===== config.mk =====
export PLATFORM = sky130hd
export DESIGN_NAME = prc_split
export DESIGN_NICKNAME = d
export VERILOG_FILES = /design/src/hw/rtl/prc_pkg.sv /design/src/hw/rtl/prc_split.sv
export SDC_FILE = /design/constraint.sdc
export NUM_CORES = 1
export LEC_CHECK = 0
export CAP_MARGIN = 40
export CORE_MARGIN = 2
export CORE_UTILIZATION = 43
export DETAILED_ROUTE_END_ITERATION = 8
export DONT_BUFFER_PORTS = 1
export GPL_TIMING_DRIVEN = 0
export PLACE_DENSITY = 0.58
export SLEW_MARGIN = 30
export SYNTH_ARGS = -nofsm -noshare
export SYNTH_HDL_FRONTEND = slang
export SYNTH_SLANG_ARGS = --single-unit
export TNS_END_PERCENT = 50

===== constraint.sdc =====
create_clock -name clk_i -period 1.8 [get_ports clk_i]
set_clock_uncertainty 0.1 [all_clocks]
set_input_delay 0.18 -clock clk_i [delete_from_list [all_inputs] [get_ports clk_i]]
set_output_delay 0.18 -clock clk_i [all_outputs]
set_load 0.1 [all_outputs]

===== src/hw/rtl/prc_pkg.sv =====
// Shared constants, register codes and types for the particle color ramp.
package prc_pkg;

  // Field widths of the stream items and the configuration port.
  localparam int AGE_W   = 16;
  localparam int LIFE_W  = 16;
  localparam int COLOR_W = 32;
  localparam int CH_W    = 8;
  localparam int NUM_CH  = COLOR_W / CH_W;
  localparam int MID_W   = 17;
  localparam int DATA_W  = 32;
  localparam int ADDR_W  = 5;
  localparam int IDX_W   = 3;

  // Default fraction width of the ramp position.
  localparam int FRAC_BITS_DEF = 16;

  // The mid point register is a Q0.16 fraction.
  localparam int MID_FRAC_W = 16;

  // Register indexes (byte address divided by four).
  localparam logic [IDX_W-1:0] REG_START_HEAD = 3'd0;
  localparam logic [IDX_W-1:0] REG_START_TAIL = 3'd1;
  localparam logic [IDX_W-1:0] REG_MID_HEAD   = 3'd2;
  localparam logic [IDX_W-1:0] REG_MID_TAIL   = 3'd3;
  localparam logic [IDX_W-1:0] REG_END_HEAD   = 3'd4;
  localparam logic [IDX_W-1:0] REG_END_TAIL   = 3'd5;
  localparam logic [IDX_W-1:0] REG_MID_POINT  = 3'd6;

  // Reset values of the registers.
  localparam logic [COLOR_W-1:0] COLOR_RESET = 32'h8080_8080;
  localparam logic [MID_W-1:0]   MID_RESET   = 17'h1_FFFF;

  // Flags that travel with an item through the rescale divider.
  typedef struct packed {
    logic full;   // rescaled position is exactly 1.0
    logic lower;  // position lies in the start-to-mid half
  } prc_flags_t;

endpackage


===== src/hw/rtl/prc_split.sv =====
// Picks the ramp half from the life fraction and sets up the rescale division.
module prc_split #(
  parameter int FB = prc_pkg::FRAC_BITS_DEF
) (
  input  logic                        clk_i,
  input  logic                        rst_ni,
  input  logic                        valid_i,
  output logic                        ready_o,
  input  logic [FB-1:0]               quot_i,
  input  logic                        sat_i,
  input  logic [prc_pkg::MID_W-1:0]   mid_point_i,
  output logic                        valid_o,
  input  logic                        ready_i,
  output logic [FB-1:0]               num_o,
  output logic [FB:0]                 den_o,
  output prc_pkg::prc_flags_t         flags_o
);

  localparam logic [FB:0] ONE = {1'b1, {FB{1'b0}}};

  logic                valid_q;
  logic [FB-1:0]       num_q, num_d;
  logic [FB:0]         den_q, den_d;
  prc_pkg::prc_flags_t flags_q, flags_d;
  logic [FB-1:0]       mid_scaled;
  logic [FB:0]         frac;
  logic                mid_en;

  // Bring the Q0.16 mid point to the fraction width; a right shift truncates.
  if (FB >= prc_pkg::MID_FRAC_W) begin : g_mid_up
    assign mid_scaled = FB'(mid_point_i[prc_pkg::MID_FRAC_W-1:0]) << (FB - prc_pkg::MID_FRAC_W);
  end else begin : g_mid_down
    assign mid_scaled = FB'(mid_point_i[prc_pkg::MID_FRAC_W-1:0] >> (prc_pkg::MID_FRAC_W - FB));
  end

  // Select the half and form the numerator and divisor of the rescale.
  always_comb begin
    mid_en        = !mid_point_i[prc_pkg::MID_W-1];
    frac          = sat_i ? ONE : {1'b0, quot_i};
    flags_d.lower = mid_en && (frac < {1'b0, mid_scaled});
    flags_d.full  = frac[FB];
    if (flags_d.lower) begin
      num_d = frac[FB-1:0];
      den_d = {1'b0, mid_scaled};
    end else if (mid_en) begin
      num_d = frac[FB-1:0] - mid_scaled;
      den_d = ONE - {1'b0, mid_scaled};
    end else begin
      num_d = frac[FB-1:0];
      den_d = ONE;
    end
  end

  assign ready_o = !valid_q || ready_i;

  always_ff @(posedge clk_i or negedge rst_ni) begin
    if (!rst_ni) begin
      valid_q <= 1'b0;
    end else if (ready_o) begin
      valid_q <= valid_i;
    end
  end

  always_ff @(posedge clk_i) begin
    if (ready_o && valid_i) begin
      num_q   <= num_d;
      den_q   <= den_d;
      flags_q <= flags_d;
    end
  end

  assign valid_o = valid_q;
  assign num_o   = num_q;
  assign den_o   = den_q;
  assign flags_o = flags_q;

endmodule


==> metrics <==
die area=0.00688 mm²; Starting Density=0.450; number of global-route vias before repair=2205; final slew viol count=0; CP Data Required Time=1.74 ns; worst hold stages=2; dpl ws=-0.924 ns; Slowest Stage Delay on Critical Path=0.30 ns; Slowest cell on crit path=a211o_1; CP Capture Type=flop; Hold Fails Final Rpt=0; first-pass GRT wire length=11.4 mm; gr ovfl total=0; cells along the critical path=clkbuf_16, nor2b_4, ha_4, a21o_1, a211o_1, a211oi_4, buf_4, a21oi_4, buf_12, buf_12, o2111ai_1, nand2_1; Syn Nets=326; Syn Area/Cell=9.96 µm²; Post-Syn Area=0.00268 mm²; RSZ-0062 raised after global routing=true; CP Data Arrival Time=2.14 ns; clock root buffer master=clkbuf_8; slew margin rel.=0.379; #FFs+latches synth=36; Max Clk Rate=456 MHz; Synth Flop Type=edfxtp_1; share of async-settable or async-resettable flops after synthesis=0.0278; Clock Sinks=36; Chip Width=82.9 µm; largest net degree at the start of global routing=19; M1 WL=3.27 mm; IO Port Bufs=0; area growth from synthesis to layout=45.5%; met3 wire len=400 µm; Crit Path Max Fanout=10; Initial DRC Count=73; H-tree Lvls=2; # setup viols final=49; critical path startpoint category=primary input; number of synthesized flops with an enable pin=35; metal2 WL=3.60 mm; commonest non-fill, non-tap cell in the layout=edfxtp_1; Final min period=2.19 ns; Warnings, synthesis=0; max-cap violation count=0; violations in the final reports=negative setup slack; peak supply drop=0.441 mV; Antenna Cells=0; core area=0.00596 mm²; GPL Wtd Cong=0.863; delay-heaviest family, CP=compound AO/OA/AOI/OAI gates; cells on worst reg2reg path=2; antenna violations before repair=0; Top Metal Used=met4; sequential fraction of the synthesis area=0.401; outcome=complete, but fails checks; clk buf depth=2; CP Class=primary input to flop; Unique masters post-synth=47; WL/cell=18.7 µm; Die H=82.9 µm; # rows=28; CTS Buf Count=5; CP bufs+invs=4; setup ws final=-0.395 ns; leakage=1.55 nW; Synth Instances=269; Residual DRC=0; Worst-Skew Late Latency=0.29 ns; Worst Max-Slew Pin Slew=0.923 ns; share of cells above drive strength 1=0.405; Worst-path clk slew=0.08 ns; Vias per Instance=5.64; Top-Level Pins=75; final core occ=0.655; Pre-antenna DRT Iters=4; worst hold path type=primary input to flop; power per cell area=790 mW/mm²; All-Layer GR Usage=0.207; ANT nets after route=0; most frequent cells in the layout=35 x edfxtp_1, 22 x buf_4, 19 x inv_1; fin crit share=1.22; DP HPWL=4.71 mm; critical path depth=12; Critical Path Most Common Cell=buf_12; nets@finish=377; vias=2233; CTS tree=done; DRT Wirelength=7.42 mm
-- metal layers --
layer	GRT usage	vias up
met5	0	-
met4	0.0641	0
met3	0.0487	12
met2	0.345	55
met1	0.265	1075
li1	-	1091
-- worst paths after layout --
path | slack, ns | startpoint | end
worst min-delay path | 0.01 | mid_point_i[12] | den_o[12]
min in group asynchronous | 0.54 | rst_ni | valid_o
worst min register to register | 1.01 | valid_o | valid_o
worst max register to register | -0.02 | valid_o | flags_o[1]
max in group asynchronous | 0.94 | rst_ni | valid_o
worst max-delay path | -0.39 | sat_i | num_o[12]
-- sequential cells by signal, summed over array words and instances, names as in the netlist --
register / flops
den_o: 17
flags_o: 2
num_o: 16
valid_o: 1
-- power by group --
part           switching [mW]  internal [mW]
logic                   0.508          0.463
registers               0.374           1.01
clock network           0.313          0.411
-- Yosys cell counts (2+ instances only) --
library cell | n | area, µm²
inv_1 | 20 | 75.1
o21ai_0 | 10 | 50.1
a22oi_1 | 5 | 37.5
nand2_1 | 14 | 52.6
and3_1 | 3 | 18.8
edfxtp_1 | 35 | 1050
nor2b_1 | 15 | 93.8
nand4_1 | 2 | 12.5
nor3_1 | 6 | 30.0
o31ai_1 | 3 | 22.5
or3_1 | 7 | 43.8
ha_1 | 18 | 225
a211oi_1 | 2 | 15.0
nand2b_1 | 6 | 37.5
mux2_2 | 9 | 101
nand3_1 | 4 | 20.0
o21ai_1 | 8 | 40.0
a21oi_2 | 2 | 17.5
nor4_1 | 3 | 18.8
mux2i_1 | 2 | 20.0
a21o_1 | 6 | 45.0
clkbuf_1 | 3 | 11.3
and2_1 | 3 | 18.8
a21oi_1 | 22 | 110
xor2_1 | 8 | 70.1
nor2_1 | 20 | 75.1
a211o_1 | 2 | 17.5
buf_6 | 2 | 22.5
xnor2_1 | 10 | 87.6
a32oi_1 | 2 | 17.5
-- logic make-up (layout without fill, tap and decap cells) --
family,after synthesis,after routing,share of synthesized area
adder cells (fa/ha/maj),19,19,0.0915
flip-flops,36,36,0.401
buffers and inverters,26,77,0.0481
AO/OA/AOI/OAI,73,73,0.186
XOR/XNOR,18,18,0.0588
multiplexers,11,11,0.0453
AND/OR/NAND/NOR,86,87,0.169
-- layout make-up --
| type | instances | area (µm²) |
|---|---|---|
| plain buffers | 5 | 72.6 |
| flip-flops and latches | 36 | 1080 |
| fillers | 455 | 2060 |
| multi-input cells | 208 | 1950 |
| inverters | 20 | 75.1 |
| well taps | 75 | 93.8 |
| clock buffers | 6 | 72.6 |
| clock inverters | 2 | 35.0 |
| repair buffers | 44 | 526 |
-- per-stage QoR --
| stage | power [mW] | hold slack, ns | instances | cell area, µm² | TNS [ns] |
|---|---|---|---|---|---|
| 2_1_floorplan | 1.94 | -0.216 | 269 | 2770 | -15.66 |
| 4_1_cts | 2.97 | -0.126 | 387 | 3540 | -9.67 |
| 5_1_grt | 3.21 | 0.0161 | 396 | 3900 | -11.70 |
| 6_report | 3.08 | 0.00956 | 396 | 3900 | -9.41 |
| 3_3_place_gp | 2.03 | -0.216 | 344 | 2860 | -30.35 |
| 3_5_place_dp | 2.06 | -0.216 | 346 | 2900 | -30.83 |
-- timing repair --
action | CTS | global route
pin swaps | 24 | 28
gates resized for setup | 51 | 45
cloned | 2 | 0
buffers inserted | 28 | 4
hold buffers | 4 | 1
setup endpoints to repair | 68 | 60
hold endpoints to repair | 4 | 1
(Power assumes the default switching activity.)
