===== src/hw/rtl/prc_pkg.sv =====
// Shared constants, register codes and types for the particle color ramp.
package prc_pkg;

  // Field widths of the stream items and the configuration port.
  localparam int AGE_W   = 16;
  localparam int LIFE_W  = 16;
  localparam int COLOR_W = 32;
  localparam int CH_W    = 8;
  localparam int NUM_CH  = COLOR_W / CH_W;
  localparam int MID_W   = 17;
  localparam int DATA_W  = 32;
  localparam int ADDR_W  = 5;
  localparam int IDX_W   = 3;

  // Default fraction width of the ramp position.
  localparam int FRAC_BITS_DEF = 16;

  // The mid point register is a Q0.16 fraction.
  localparam int MID_FRAC_W = 16;

  // Register indexes (byte address divided by four).
  localparam logic [IDX_W-1:0] REG_START_HEAD = 3'd0;
  localparam logic [IDX_W-1:0] REG_START_TAIL = 3'd1;
  localparam logic [IDX_W-1:0] REG_MID_HEAD   = 3'd2;
  localparam logic [IDX_W-1:0] REG_MID_TAIL   = 3'd3;
  localparam logic [IDX_W-1:0] REG_END_HEAD   = 3'd4;
  localparam logic [IDX_W-1:0] REG_END_TAIL   = 3'd5;
  localparam logic [IDX_W-1:0] REG_MID_POINT  = 3'd6;

  // Reset values of the registers.
  localparam logic [COLOR_W-1:0] COLOR_RESET = 32'h8080_8080;
  localparam logic [MID_W-1:0]   MID_RESET   = 17'h1_FFFF;

  // Flags that travel with an item through the rescale divider.
  typedef struct packed {
    logic full;   // rescaled position is exactly 1.0
    logic lower;  // position lies in the start-to-mid half
  } prc_flags_t;

endpackage


===== src/hw/rtl/prc_blend.sv =====
// Blends the eight color channels by the rescaled position into the output register.
module prc_blend #(
  parameter int FB = prc_pkg::FRAC_BITS_DEF
) (
  input  logic                        clk_i,
  input  logic                        rst_ni,
  input  logic                        valid_i,
  output logic                        ready_o,
  input  logic [FB-1:0]               quot_i,
  input  prc_pkg::prc_flags_t         flags_i,
  input  logic                        mid_en_i,
  input  logic [prc_pkg::COLOR_W-1:0] start_head_i,
  input  logic [prc_pkg::COLOR_W-1:0] start_tail_i,
  input  logic [prc_pkg::COLOR_W-1:0] mid_head_i,
  input  logic [prc_pkg::COLOR_W-1:0] mid_tail_i,
  input  logic [prc_pkg::COLOR_W-1:0] end_head_i,
  input  logic [prc_pkg::COLOR_W-1:0] end_tail_i,
  output logic                        valid_o,
  input  logic                        ready_i,
  output logic [prc_pkg::COLOR_W-1:0] head_rgba_o,
  output logic [prc_pkg::COLOR_W-1:0] tail_rgba_o
);

  localparam int          CW    = prc_pkg::CH_W;
  localparam int          NCH   = prc_pkg::NUM_CH;
  localparam int          PW    = FB + 1 + CW;
  localparam logic [FB:0] ONE   = {1'b1, {FB{1'b0}}};

  logic                           valid_q;
  logic [prc_pkg::COLOR_W-1:0]    head_q, tail_q;
  logic [2*prc_pkg::COLOR_W-1:0]  from_all, to_all, res_all;
  logic [FB:0]                    pos;
  logic                           upper;

  // Choose the color pair of the active half of the ramp.
  always_comb begin
    upper    = mid_en_i && !flags_i.lower;
    pos      = flags_i.full ? ONE : {1'b0, quot_i};
    from_all = upper ? {mid_tail_i, mid_head_i} : {start_tail_i, start_head_i};
    to_all   = flags_i.lower ? {mid_tail_i, mid_head_i} : {end_tail_i, end_head_i};
  end

  // One lane per channel: start plus the truncated signed step, wrapping mod 256.
  for (genvar ln = 0; ln < 2 * NCH; ln++) begin : g_lane
    logic [CW-1:0] a, b, mag, q;
    logic          neg;
    logic [PW-1:0] prod;
    always_comb begin
      a    = from_all[ln*CW +: CW];
      b    = to_all[ln*CW +: CW];
      neg  = b < a;
      mag  = neg ? (a - b) : (b - a);
      prod = PW'(mag) * PW'(pos);
      q    = prod[FB +: CW];
    end
    assign res_all[ln*CW +: CW] = neg ? (a - q) : (a + q);
  end

  assign ready_o = !valid_q || ready_i;

  always_ff @(posedge clk_i or negedge rst_ni) begin
    if (!rst_ni) begin
      valid_q <= 1'b0;
    end else if (ready_o) begin
      valid_q <= valid_i;
    end
  end

  always_ff @(posedge clk_i) begin
    if (ready_o && valid_i) begin
      head_q <= res_all[prc_pkg::COLOR_W-1:0];
      tail_q <= res_all[2*prc_pkg::COLOR_W-1:prc_pkg::COLOR_W];
    end
  end

  assign valid_o     = valid_q;
  assign head_rgba_o = head_q;
  assign tail_rgba_o = tail_q;

endmodule


===== config.mk =====
export PLATFORM = sky130hd
export DESIGN_NAME = prc_blend
export DESIGN_NICKNAME = d
export VERILOG_FILES = /design/src/hw/rtl/prc_pkg.sv /design/src/hw/rtl/prc_blend.sv
export SDC_FILE = /design/constraint.sdc
export NUM_CORES = 2
export LEC_CHECK = 0
export ABC_AREA = 1
export BUFFER_PORTS_ARGS = -buffer_cell sky130_fd_sc_hd__buf_2
export CAP_MARGIN = 5
export CELL_PAD_IN_SITES_DETAIL_PLACEMENT = 2
export CELL_PAD_IN_SITES_GLOBAL_PLACEMENT = 2
export CORE_UTILIZATION = 37
export CTS_BUF_LIST = sky130_fd_sc_hd__clkbuf_16
export DETAILED_ROUTE_END_ITERATION = 8
export GPL_TIMING_DRIVEN = 0
export PLACE_DENSITY = 0.82
export SETUP_SLACK_MARGIN = 0.15
export SLEW_MARGIN = 20
export SYNTH_ARGS = -nofsm -noshare
export SYNTH_HDL_FRONTEND = slang
export SYNTH_SLANG_ARGS = --single-unit
export TNS_END_PERCENT = 1

===== constraint.sdc =====
create_clock -name clk_i -period 4.6 [get_ports clk_i]
set_clock_uncertainty 0.2 [all_clocks]
set_input_delay 0.23 -clock clk_i [delete_from_list [all_inputs] [get_ports clk_i]]
set_output_delay 0.23 -clock clk_i [all_outputs]
set_load 0.005 [all_outputs]

==> impl_metrics.yaml <==
outcome:
  status: "finished with violations"
  violations: "negative setup slack"
timing:
  relSlewSlack: 0.0167
  hold_viol_final: 0
  setup_viol: 64
  tightestPinTransition_ns: 1.47
  max_freq_ghz: 0.106
  finalCritPeriodShare: 2.05
  timing.setup.tns_ns: -268.60
  fin_ws_ns: -4.82
  rsz0062_at_grt: "yes"
  drv_slew: 0
  finalCriticalPeriod_ns: 9.42
worst_setup_path:
  crit_slowest_cell: "fa_2"
  critPathRequiredTime_ns: 4.63
  worstSetupStartpointType: "input port"
  end_kind: "register"
  r2r-start: "valid_o"
  worst_r2r_endpoint: "head_rgba_o[0]"
  arrival_ns: 9.45
  worstPathMaxFanout: 10
  rr_worst_depth: 3
  path_class: "input port to register"
  critPathMaxStageDelay_ns: 0.65
  crit_top_cell: "nand2_1"
  r2r_slack_ns: 2.92
logic_synthesis:
  synth_area_leaders: "fa_1 32%, ha_1 13%, nand2_1 11%, inv_1 11%, nor2_1 7.6%"
  yosysUniqueCellTypes: 61
  syn_inst: 6379
  netlist_area_mm2: 0.0451
  yosys.area.top_type: "fa_1"
  yosys.area.top_type_share: 0.323
  ys_ff_latch: 65
  ys_warn_count: 0
  yosysSeqAreaShare: 0.0432
  syn_nets: 7804
  synth-edff-count: 64
  syn_avg_cell_area_um2: 7.06
  synth-async-reset-ratio: 0.0154
  synthFlopType: "edfxtp_1"
routing:
  drtIter0Drc: 3533
  viasPerCell: 5.91
  drc: 0
  vias: 50639
  wl_um: 277000
  antenna_left: 0
  dr.pass1.iters: 7
  wl_per_cell_um: 32.3
flow_run:
  cap_violations: 0
floorplanning:
  die_h_um: 351
  dieWidth_um: 351
  start_util: 0.375
  die-area_mm2: 0.123
  coreArea_mm2: 0.120
  num_rows: 127
  io_pins: 281
min_path:
  hp-class: "input port to register"
  hold_path_end: "tail_rgba_o[8]"
  hold_depth: 5
  hp-start: "mid_tail_i[8]"
clock_network:
  max-clock-path-buffers: 2
  htreeDepth: 3
  numCtsBuffers: 9
  clk_pin_slew_worst_paths_ns: 0.08
  cts.sinks: 65
  insertion_delay_ns: 0.48
  cts_tree: "built"
  cts_root_buffer: "clkbuf_16"
final_layout:
  final_cell_mix: "1272 x inv_1, 1255 x nand2_1, 850 x nor2_1"
  drive_above_1_share: 0.204
  syn2layout_area_growth_pct: 23.2
  layout_commonest_cell: "inv_1"
  fin_nets: 8358
global_route:
  antenna_found_initial: 32
  grt_max_degree: 18
  grt_pass1_vias: 56602
  grt_pass1_wl_um: 377000
  grt-ovfl-total: 0
  grt_use_total: 0.422
place:
  place_ws_ns: -7.03
  gp_congestion: 0.972
  portBuffers: 278
  hpwl_um: 182000
[cell usage after synthesis (all sizes together) (18+ instances only)]
cell    number
nor3        44
o21a        18
o21ai      206
o221ai      26
nand4       35
nor2       924
buf         32
ha         482
or2         35
a21oi      269
xor2       144
xnor2       61
nand3      223
nand2     1385
inv       1345
mux2i       18
fa         728
o31ai       19
nand3b      26
edfxtp      64
o21bai      22
clkbuf     175
[registers in the layout, summed over array words and instances, names as in the netlist]
register,flops
tail_rgba_o,32
head_rgba_o,32
valid_o,1
[repair_timing]
item,4_1_cts,5_1_grt
setup buffers,188,57
hold buffers,4,0
resized for setup,671,275
endpoints found under the setup margin,64,64
endpoints found under the hold margin,2,0
cloned,6,0
pin swaps,231,158
[how the worst max path moves through the flow]
stage,end,startpoint
after detailed placement,head_rgba_o[23],mid_en_i
after CTS,head_rgba_o[15],flags_i[0]
after global placement,head_rgba_o[23],flags_i[0]
final,tail_rgba_o[31],mid_en_i
after global routing,tail_rgba_o[31],mid_en_i
after floorplan,head_rgba_o[15],flags_i[0]
[per-stage QoR]
stage / utilization / instance area [um^2] / instances / hold slack [ns]
6_report: 0.462 / 55500 / 8569 / 0.0437
5_1_grt: 0.461 / 55500 / 8558 / 0.0909
4_1_cts: 0.449 / 54000 / 8493 / 0.0442
3_5_place_dp: 0.409 / 49200 / 8279 / -0.192
3_3_place_gp: 0.406 / 48900 / 8269 / -0.195
2_1_floorplan: - / 45500 / 6379 / -0.266
[critical path: cells and delay by family]
family	cells	cell delay (ns)
AO/OA/AOI/OAI	4	1.00
adder cells (fa/ha/maj)	7	3.09
buffers and inverters	15	2.21
AND/OR/NAND/NOR	21	2.57
XOR/XNOR	2	0.28
[cell families (layout without fill, tap and decap cells)]
family,count (synthesis),after routing,synth area share
adder cells (fa/ha/maj),1210,1210,0.457
other,0,19,0
AND/OR/NAND/NOR,2693,2693,0.243
flip-flops,65,65,0.0432
AO/OA/AOI/OAI,622,622,0.0797
buffers and inverters,1566,2125,0.133
XOR/XNOR,205,205,0.0400
multiplexers,18,18,0.00400
[per-layer routing]
layer  vias to the layer above  share of wire  track usage
li1                      20472              -            -
met1                     25792           0.34        0.460
met2                      2948           0.46        0.684
met3                      1403          0.095        0.107
met4                        24           0.11        0.368
met5                         -        0.00054            0
[layout make-up]
cell class,count,area [um^2]
sequential,65,1950
tap,1612,2020
clock inverter,7,61.3
buffer,207,1780
inverter,1359,5190
clock buffer,9,225
multi-input combinational,4748,40400
timing repair buffer,543,3870
antenna,19,47.5
fill,13815,64800
Power is left out: the tool's default activity adds up to more than one toggle a clock period on the data nets, which glitch-free logic cannot reach.
