`config.mk`:
```
export PLATFORM = sky130hd
export DESIGN_NAME = prc_div_cell
export DESIGN_NICKNAME = d
export VERILOG_FILES = /design/src/hw/rtl/prc_div_cell.sv
export SDC_FILE = /design/constraint.sdc
export NUM_CORES = 1
export LEC_CHECK = 0
export BUFFER_PORTS_ARGS = -buffer_cell sky130_fd_sc_hd__buf_2
export CAP_MARGIN = 20
export CORE_UTILIZATION = 44
export CTS_CLUSTER_SIZE = 24
export DETAILED_ROUTE_END_ITERATION = 6
export PLACE_DENSITY = 0.72
export SLEW_MARGIN = 20
export SYNTH_ARGS = -nofsm -noshare
export SYNTH_HDL_FRONTEND = slang
export SYNTH_SLANG_ARGS = --single-unit
```
`constraint.sdc`:
```
create_clock -name clk_i -period 2 [get_ports clk_i]
set_input_delay 0.1 -clock clk_i [delete_from_list [all_inputs] [get_ports clk_i]]
set_output_delay 0.1 -clock clk_i [all_outputs]
set_load 0.02 [all_outputs]
```
`src/hw/rtl/prc_div_cell.sv`:
```
// One restoring division step with its own pipeline register and handshake.
module prc_div_cell #(
  parameter int DW = 16,
  parameter int QW = 16,
  parameter int SW = 1
) (
  input  logic          clk_i,
  input  logic          rst_ni,
  input  logic          valid_i,
  output logic          ready_o,
  input  logic [DW:0]   rem_i,
  input  logic [DW-1:0] div_i,
  input  logic [QW-1:0] quot_i,
  input  logic [SW-1:0] side_i,
  output logic          valid_o,
  input  logic          ready_i,
  output logic [DW:0]   rem_o,
  output logic [DW-1:0] div_o,
  output logic [QW-1:0] quot_o,
  output logic [SW-1:0] side_o
);

  logic          valid_q;
  logic [DW:0]   rem_q, rem_d;
  logic [DW-1:0] div_q;
  logic [QW-1:0] quot_q, quot_d;
  logic [SW-1:0] side_q;
  logic [DW:0]   shifted;
  logic [DW:0]   diff;
  logic          ge;

  // The partial remainder stays below the divisor, so its top bit can be dropped.
  always_comb begin
    shifted = {rem_i[DW-1:0], 1'b0};
    ge      = shifted >= {1'b0, div_i};
    diff    = shifted - {1'b0, div_i};
    rem_d   = ge ? diff : shifted;
    quot_d  = {quot_i[QW-2:0], ge};
  end

  // The stage takes a new item whenever it is empty or its item moves on.
  assign ready_o = !valid_q || ready_i;

  always_ff @(posedge clk_i or negedge rst_ni) begin
    if (!rst_ni) begin
      valid_q <= 1'b0;
    end else if (ready_o) begin
      valid_q <= valid_i;
    end
  end

  always_ff @(posedge clk_i) begin
    if (ready_o && valid_i) begin
      rem_q  <= rem_d;
      div_q  <= div_i;
      quot_q <= quot_d;
      side_q <= side_i;
    end
  end

  assign valid_o = valid_q;
  assign rem_o   = rem_q;
  assign div_o   = div_q;
  assign quot_o  = quot_q;
  assign side_o  = side_q;

endmodule

```
==> out/results.tsv, run 1 <==
stage	metric	value	unit
run_status	status	completed	
sta	Relative slew margins	0.720	
sta	final critical-path share of the clock period	0.978	
drt	routed via count	2302	
final_layout	FILL cells	444	
critical_path	type of element capturing the critical path	flip-flop	
worst_hold_path	min-delay src	div_i[10]	
clocking	number of clock buffers inserted by TritonCTS	5	
critical_path	Most common cell on crit path	buf_6	
power	Sequential Power Share	0.452	
final_layout	synthesis-to-layout area growth	55.8	%
sta	Max Clock Freq	511	MHz
clocking	CTS tree	done	
clocking	number of levels the H-tree was split into	2	
placed_design	Placer Congestion	0.879	
drt	drt via density	4.92	
synth	cell type with the largest total area after synthesis	edfxtp_1	
critical_path	startpoint-to-endpoint class of the critical path	in -> reg	
sta	Final Hold Violating Endpoints	0	
power	clock network fraction of total power	0.253	
final_layout	cell area after layout	4160	sq um
critical_path	startpoint types	input port	
clocking	clk_lat worst skew	310	ps
global_route	initial antenna violation count	0	
critical_path	Crit Path Max Fanout	7	
synth	number of distinct library cells after synthesis	45	
power	Cell Pwr Density	689	nW/um^2
clocking	worst-case clock buffer depth	2	
placed_design	pre-CTS worst setup slack	-413	ps
power	switching share of power	0.276	
floorplan	die area	6390	sq um
critical_path	Largest stage delay, worst path	400	ps
global_route	residual overflow from global routing	0	
placed_design	HPWL after detailed placement	4760	um
clocking	clk sinks	51	
drt	count of antenna-violating nets left after detailed routing	0	
synth	fraction of the yosys area taken by sequential cells	0.571	
synth	Synthesis Warnings	0	
synth	Seq cells post-synth	51	
synth	Syn Area/Cell	13.1	sq um
critical_path	family of cells with the greatest summed delay on the critical path	compound AO/OA/AOI/OAI gates	
floorplan	initial standard-cell utilization of the core	0.454	
drt	violation count after the first detailed-route iteration	84	
sta	max-slew violation count	0	
worst_hold_path	Worst Hold Path EP	div_o[10]$_DFFE_PP_	
synth	Yosys top cell area share	0.562	
critical_path	data required time of the worst path	2070	ps
sta	worst setup skew after layout	4.59	ps
critical_path	worst path buffer plus inverter count	3	
global_route	number of global-route vias before repair	2297	
sta	final setup violating endpoints	0	
synth	number of synthesized flops with an enable pin	50	
worst_hold_path	number of cells on the worst hold path	1	
synth	share of flip-flops with an asynchronous set or reset	0.0196	
power	Comb power frac	0.295	
synth	Most used DFF post-synth	edfxtp_1	
sta	transition at the pin with the smallest max-transition slack	416	ps
global_route	overall fraction of global-route tracks in use	0.212	
floorplan	Chip Width	79.9	um
critical_path	series of cell instances along the critical path	buf_6 > inv_12 > ha_4 > a21o_1 > or3b_4 > a21oi_4 > nor2_2 > a211o_1 > buf_6 > mux2_4	
sta	shortest period the worst path allows	1960	ps
synth	post-synthesis instance area	2670	sq um
critical_path	slowest cell on the critical path	or3b_4	
floorplan	height of the chip	79.9	um
global_route	first-pass GRT wire length	10300	um
floorplan	IO Count	106	
placed_design	number of buffers added on ports	103	
power	leakage component of the power	0.00190	uW
power	Psw	793	uW
synth	most used standard cells in the synthesized netlist	edfxtp_1 (50), inv_1 (21), ha_1 (16), a21oi_1 (11)	
floorplan	core area	5890	sq um
floorplan	Cell Rows	28	
final_layout	utilization after layout	0.707	
critical_path	worst flop-to-flop path endpoint	rem_o[13]$_DFFE_PP_	
final_layout	Antenna Cells	0	
synth	cell count after synthesis	204	
power	Internal Dissipation	2080	uW
placed_design	placed cell area	3650	sq um
sta	final critical-path setup slack	43.2	ps
worst_hold_path	path category of the worst min-delay check	in -> reg	
final_layout	net count of the finished layout	463	
synth	library cell with the highest instance count after synthesis	edfxtp_1	
global_route	maximum number of pins on one net before global-route repair	33	
critical_path	FF-to-FF Start	valid_o$_DFFE_PN0N_	
clocking	clock root buffer	clkbuf_8	
power	Worst VDD drop	0.314	mV
final_layout	layout cells sized above 1	0.494	
drt	routed wirelength normalized by instance count	14.2	um
drt	Remaining DRCs	0	
critical_path	arrival time worst endpoint	2020	ps
job	number of max-cap violations	0	
critical_path	R2R cell count	3	
drt	final wirelength	6660	um
clocking	clock edge transition at the registers on the reported setup and hold paths	90	ps
synth	net count of the mapped netlist	275	
critical_path	internal reg-to-reg setup slack	650	ps
synth	main area contributors after synthesis	edfxtp_1 (56%), ha_1 (7.5%), inv_1 (2.9%), mux2_4 (2.8%), xnor2_1 (2.6%)	
drt	TritonRoute pass-1 iters	4	
==> final cells by class <==
type	count	area, sq um	area share
Tap cell	75	93.8	0.0225
Multi-Input combinational cell	129	1130	0.271
Inverter	21	91.3	0.0219
Clock inverter	2	37.5	0.00902
Clock buffer	6	72.6	0.0174
Timing Repair Buffer	184	1210	0.291
Sequential cell	51	1530	0.367
==> logic make-up after synthesis <==
kind of cell	share of synthesized area
multiplexers	0.0609
XOR/XNOR	0.0393
adder cells (fa/ha/maj)	0.0824
flip-flops	0.571
AO/OA/AOI/OAI	0.119
buffers and inverters	0.0426
AND/OR/NAND/NOR	0.0847
==> worst max path at each step <==
| stage | start | endpoint | slack (ps) | depth (start not counted) |
|---|---|---|---|---|
| 6_report | div_i[10] | rem_o[14]$_DFFE_PP_ | 40 | 10 |
| 2_1_floorplan | div_i[10] | rem_o[10]$_DFFE_PP_ | -260 | 10 |
| 3_3_place_gp | div_i[10] | rem_o[8]$_DFFE_PP_ | -330 | 10 |
| 4_1_cts | div_i[10] | rem_o[14]$_DFFE_PP_ | 10 | 10 |
| 3_5_place_dp | div_i[10] | rem_o[14]$_DFFE_PP_ | -410 | 10 |
| 5_1_grt | div_i[1] | rem_o[8]$_DFFE_PP_ | -10 | 10 |
==> cells in the final DEF, fill, tap and decap left out, drive strengths merged, types with 2 or more instances in the layout <==
| cell | instances |
|---|---|
| a21o | 7 |
| o211ai | 2 |
| o21ai | 7 |
| xor2 | 4 |
| a21oi | 12 |
| or2 | 2 |
| a211oi | 2 |
| dlygate4sd3 | 30 |
| a31oi | 3 |
| clkbuf | 6 |
| nor2 | 9 |
| inv | 21 |
| xnor2 | 8 |
| edfxtp | 50 |
| a2111oi | 2 |
| o2111ai | 2 |
| mux2i | 2 |
| and2 | 3 |
| o21a | 2 |
| mux2 | 11 |
| nor3b | 2 |
| nand3 | 6 |
| nand2 | 6 |
| nand2b | 5 |
| buf | 154 |
| ha | 16 |
| or3 | 2 |
==> power groups by stage <==
stage                     Combinational [uW]  Sequential (uW)  Clock (uW)
after detailed placement                 760             1320           0
after floorplan                          360             1420           0
final                                    846             1300         727
after global placement                   740             1320           0
after CTS                                820             1300         738
after global routing                     919             1300         772
==> per-stage QoR <==
step | total power (uW) | setup TNS [ps] | cells | hold WS [ps]
finish | 2870 | 0 | 468 | 15.5
global route | 2990 | -31.5 | 468 | 7.08
global placement | 2060 | -4830 | 428 | -125
CTS | 2860 | 0 | 468 | 16.3
detailed placement | 2080 | -5970 | 428 | -121
floorplan | 1780 | -2110 | 204 | -196
==> timing repair <==
action / in CTS / in global routing
pin swaps: 2 / 4
hold endpoints to repair: 30 / 0
setup buffers: 2 / 0
resized for setup: 4 / 11
hold buffers: 30 / 0
setup endpoints to repair: 12 / 14
==> flip-flops by register name, indices dropped and copies added (netlist names) <==
register  flops
quot_o       16
div_o        16
side_o        1
valid_o       1
rem_o        17
==> metal layers <==
layer / wire length, um / share of wire / vias to the layer above / global-route usage
met2: 3210 / 0.48 / 86 / 0.367
met4: 163 / 0.024 / 0 / 0.0911
met3: 380 / 0.057 / 16 / 0.0423
met1: 2910 / 0.44 / 1067 / 0.254
li1: - / - / 1133 / -
met5: 0 / 0 / - / 0
(Power assumes the default switching activity.)
==> run 2: changes to the inputs <==
--- a/config.mk
+++ b/config.mk
@@ -5,12 +5,13 @@
 export SDC_FILE = /design/constraint.sdc
 export NUM_CORES = 1
 export LEC_CHECK = 0
+export ABC_AREA = 1
 export BUFFER_PORTS_ARGS = -buffer_cell sky130_fd_sc_hd__buf_2
 export CAP_MARGIN = 20
-export CORE_UTILIZATION = 44
+export CORE_UTILIZATION = 50
 export CTS_CLUSTER_SIZE = 24
 export DETAILED_ROUTE_END_ITERATION = 6
-export PLACE_DENSITY = 0.72
+export PLACE_DENSITY = 0.76
 export SLEW_MARGIN = 20
 export SYNTH_ARGS = -nofsm -noshare
 export SYNTH_HDL_FRONTEND = slang
==> constraint.sdc (replaced) <==
create_clock -name clk_i -period 2.25 [get_ports clk_i]
set_input_delay 0.1125 -clock clk_i [delete_from_list [all_inputs] [get_ports clk_i]]
set_output_delay 0.1125 -clock clk_i [all_outputs]
set_load 0.02 [all_outputs]
==> run 2 against run 1 <==
Against the previous run:
- final area is 5.0% lower
- clock skew is essentially flat
- clock power shrank 13%
- die area is 3.0% lower
- utilization up 0.18 points
- via count up 15%
- sequential share of layout area is 2.0 points higher
- synthesized cell count up 65%
- critical path type unchanged
- largest cell class unchanged
==> out/results.tsv, run 2 <==
stage	metric	value	unit	change
synth	Syn Area/Cell	8.76	sq um	-33%
placed_design	pre-CTS worst setup slack	381	ps	+794 ps
synth	net count of the mapped netlist	407		+48%
sta	Final Hold Violating Endpoints	0		unchanged
clocking	total setup buffers inserted after CTS	0		-2
synth	cell type with the largest total area after synthesis	edfxtp_1		
critical_path	FF-to-FF Start	valid_o$_DFFE_PN0N_		
final_layout	multi-input combinational cell area	1160	sq um	+2.8%
synth	Yosys top cell area share	0.510		-0.0516
sta	Relative slew margins	0.686		-0.0332
synth	number of synthesized flops with an enable pin	50		unchanged
floorplan	height of the chip	78.7	um	-1.5%
power	Worst VDD drop	0.368	mV	+17%
critical_path	slowest cell on the critical path	dlygate4sd3_1		
critical_path	family of cells with the greatest summed delay on the critical path	buffers and inverters		
clocking	worst-case clock buffer depth	2		unchanged
critical_path	startpoint-to-endpoint class of the critical path	in -> reg		
clocking	clock root buffer	clkbuf_8		
worst_hold_path	Worst Hold Path EP	div_o[9]$_DFFE_PP_		
floorplan	Cell Rows	27		-3.6%
final_layout	synthesis-to-layout area growth	34.3	%	
drt	routed wirelength normalized by instance count	13.2	um	-7.2%
drt	routed via count	2641		+15%
drt	final wirelength	7240	um	+8.7%
sta	shortest period the worst path allows	2120	ps	
floorplan	Chip Width	78.7	um	-1.5%
job	number of max-cap violations	0		unchanged
clocking	clk sinks	51		unchanged
global_route	number of global-route vias before repair	2563		+12%
power	overall power consumption	2410	uW	-16%
synth	cell count after synthesis	336		+65%
synth	Most used DFF post-synth	edfxtp_1		
clocking	cts-stage hold buffer count	28		-6.7%
sta	final critical-path setup slack	133	ps	+89.4 ps
final_layout	layout cells sized above 1	0.267		-0.227
sta	worst setup skew after layout	4.45	ps	-0.133 ps
final_layout	net count of the finished layout	546		+18%
sta	transition at the pin with the smallest max-transition slack	470	ps	+54.2 ps
final_layout	sequential cell area	1530	sq um	unchanged
clocking	clk_lat worst skew	300	ps	about the same
sta	final setup violating endpoints	0		unchanged
worst_hold_path	min-delay src	div_i[9]		
global_route	initial antenna violation count	0		unchanged
synth	library cell with the highest instance count after synthesis	nand2_1		
global_route	residual overflow from global routing	0		unchanged
final_layout	Antenna Cells	0		unchanged
sta	total negative slack for setup checks	0	ps	unchanged
clocking	number of levels the H-tree was split into	2		unchanged
final_layout	most common cell after layout, fill and taps aside	nand2_1		
final_layout	most frequent cells in the layout	nand2_1 (115), buf_2 (103), inv_1 (63)		
worst_hold_path	number of cells on the worst hold path	1		unchanged
synth	share of flip-flops with an asynchronous set or reset	0.0196		unchanged
sta	Max Clock Freq	472	MHz	
floorplan	die area	6200	sq um	-3.0%
global_route	first-pass GRT wire length	11500	um	+12%
critical_path	arrival time worst endpoint	2180	ps	+160 ps
placed_design	HPWL after detailed placement	5220	um	+9.7%
clocking	number of clock buffers inserted by TritonCTS	5		unchanged
clocking	clock edge transition at the registers on the reported setup and hold paths	90	ps	about the same
global_route	maximum number of pins on one net before global-route repair	38		+15%
sta	max-slew violation count	0		unchanged
clocking	Gates resized, CTS repair	0		-4
final_layout	FILL cells	461		+3.8%
sta	unrepaired setup endpoints after global routing	false		
drt	drt via density	4.82		-2.0%
drt	TritonRoute pass-1 iters	4		unchanged
synth	Synthesis Warnings	0		unchanged
worst_hold_path	path category of the worst min-delay check	in -> reg		
synth	Seq cells post-synth	51		unchanged
placed_design	cell count after placement	512		+20%
critical_path	worst flop-to-flop path endpoint	rem_o[5]$_DFFE_PP_		
critical_path	startpoint types	input port		
critical_path	type of element capturing the critical path	flip-flop		
critical_path	CP Launch Point	div_i[6]		
critical_path	worst path buffer plus inverter count	4		+1
critical_path	data required time of the worst path	2310	ps	+240 ps
clocking	CTS tree	done		
drt	violation count after the first detailed-route iteration	98		+17%
synth	fraction of the yosys area taken by sequential cells	0.519		-0.0525
critical_path	Most common cell on crit path	nand2_1		
run_status	status	completed		
final_layout	flip-flop count of the largest register, all copies and words added	17		unchanged
critical_path	R2R cell count	2		-1
global_route	overall fraction of global-route tracks in use	0.244		+0.0328
synth	number of distinct library cells after synthesis	29		-36%
synth	post-synthesis instance area	2940	sq um	+10%
critical_path	internal reg-to-reg setup slack	870	ps	+220 ps
floorplan	IO Count	106		unchanged
drt	count of antenna-violating nets left after detailed routing	0		unchanged
drt	Remaining DRCs	0		unchanged
critical_path	series of cell instances along the critical path	dlygate4sd3_1 > buf_2 > inv_1 > ha_1 > nand2_1 > nor2_1 > nand2_1 > o21ai_2 > nor2_4 > buf_4 > nand3_1 > nand2_1		
critical_path	Crit Path Max Fanout	15		+8
power	leakage component of the power	0.00204	uW	+7.7%
critical_path	Largest stage delay, worst path	540	ps	+140 ps
synth	main area contributors after synthesis	edfxtp_1 (51%), nand2_1 (15%), inv_1 (8.0%), ha_1 (6.8%), nand3_1 (4.8%)		
floorplan	initial standard-cell utilization of the core	0.528		+0.0739
synth	most used standard cells in the synthesized netlist	nand2_1 (115), inv_1 (63), edfxtp_1 (50), nand3_1 (28), ha_1 (16)		
placed_design	Placer Congestion	0.868		-1.3%
placed_design	number of buffers added on ports	103		unchanged
sta	Worst Hold Margin	1.00	ps	-14.5 ps
sta	final critical-path share of the clock period	0.941		
floorplan	core area	5570	sq um	-5.3%
final_layout	Final Non-Filler Cells	548		+17%
power	Cell Pwr Density	611	nW/um^2	-11%
==> run 2: cell types whose count changed in the layout (fill, tap and decap cells not counted), sizes merged, moves of 3 or more <==
cell / before / now
nand2b: 5 / 0
o21ai: 7 / 4
inv: 21 / 64
nor2: 9 / 16
nand2: 6 / 118
mux2: 11 / 0
a21o: 7 / 0
xnor2: 8 / 1
a31oi: 3 / 0
nand3: 6 / 31
buf: 154 / 107
nand3b: 0 / 4
==> run 2: metal layers <==
metal / track usage / wire [um] / vias to the layer above
li1: - / - / 1352
met3: 0.0391 / 424 / 10
met5: 0 / 0 / -
met4: 0.0741 / 94 / 0
met2: 0.448 / 3630 / 87
met1: 0.293 / 3090 / 1192
==> run 2: layout make-up <==
cell class | instances | area share
multi-input cells | 218 | 0.293
well taps | 72 | 0.0228
repair buffers | 135 | 0.209
inverters | 64 | 0.0608
clock inverters | 2 | 0.00950
flip-flops and latches | 51 | 0.386
clock buffers | 6 | 0.0184
==> run 2: worst max path at each step <==
| stage | end | slack (ps) | cells past startpoint |
|---|---|---|---|
| after floorplan | div_o[0]$_DFFE_PP_ | 460 | 1 |
| after global placement | rem_o[13]$_DFFE_PP_ | 420 | 11 |
| after detailed placement | rem_o[7]$_DFFE_PP_ | 380 | 11 |
| after CTS | rem_o[7]$_DFFE_PP_ | 160 | 12 |
| after global routing | rem_o[8]$_DFFE_PP_ | 2 | 12 |
| final | rem_o[7]$_DFFE_PP_ | 130 | 12 |
==> run 2: cells by family (layout without fill, tap and decap cells) <==
kind of cell | Yosys count | in the layout | synth area share
and+or+nand+nor | 178 | 178 | 0.266
AOI/OAI and AO/OA | 16 | 16 | 0.0285
DFF | 51 | 51 | 0.519
buffers and inverters | 67 | 207 | 0.0910
adders and majority gates | 17 | 17 | 0.0748
xor gates and xnor gates | 7 | 7 | 0.0208
==> run 2: through the flow <==
stage	utilization	area [sq um]
after floorplan	-	2950
after global placement	0.639	3560
after detailed placement	0.639	3560
after CTS	0.709	3950
after global routing	0.709	3950
final	0.709	3950
==> run 2: power by group <==
part / switching [uW] / total, uW / leakage (uW) / internal [uW]
Combinational: 392 / 631 / 0.00150 / 239
Clock: 303 / 636 / 0.0000514 / 332
Sequential: 14.9 / 1150 / 0.000488 / 1130
Total: 711 / 2410 / 0.00204 / 1700
==> run 2: worst register-to-register path, cell delays in order, from the launching register on <==
cell and delay [ps]:
dfrtp_1 430, a21oi_4 160, buf_4 420
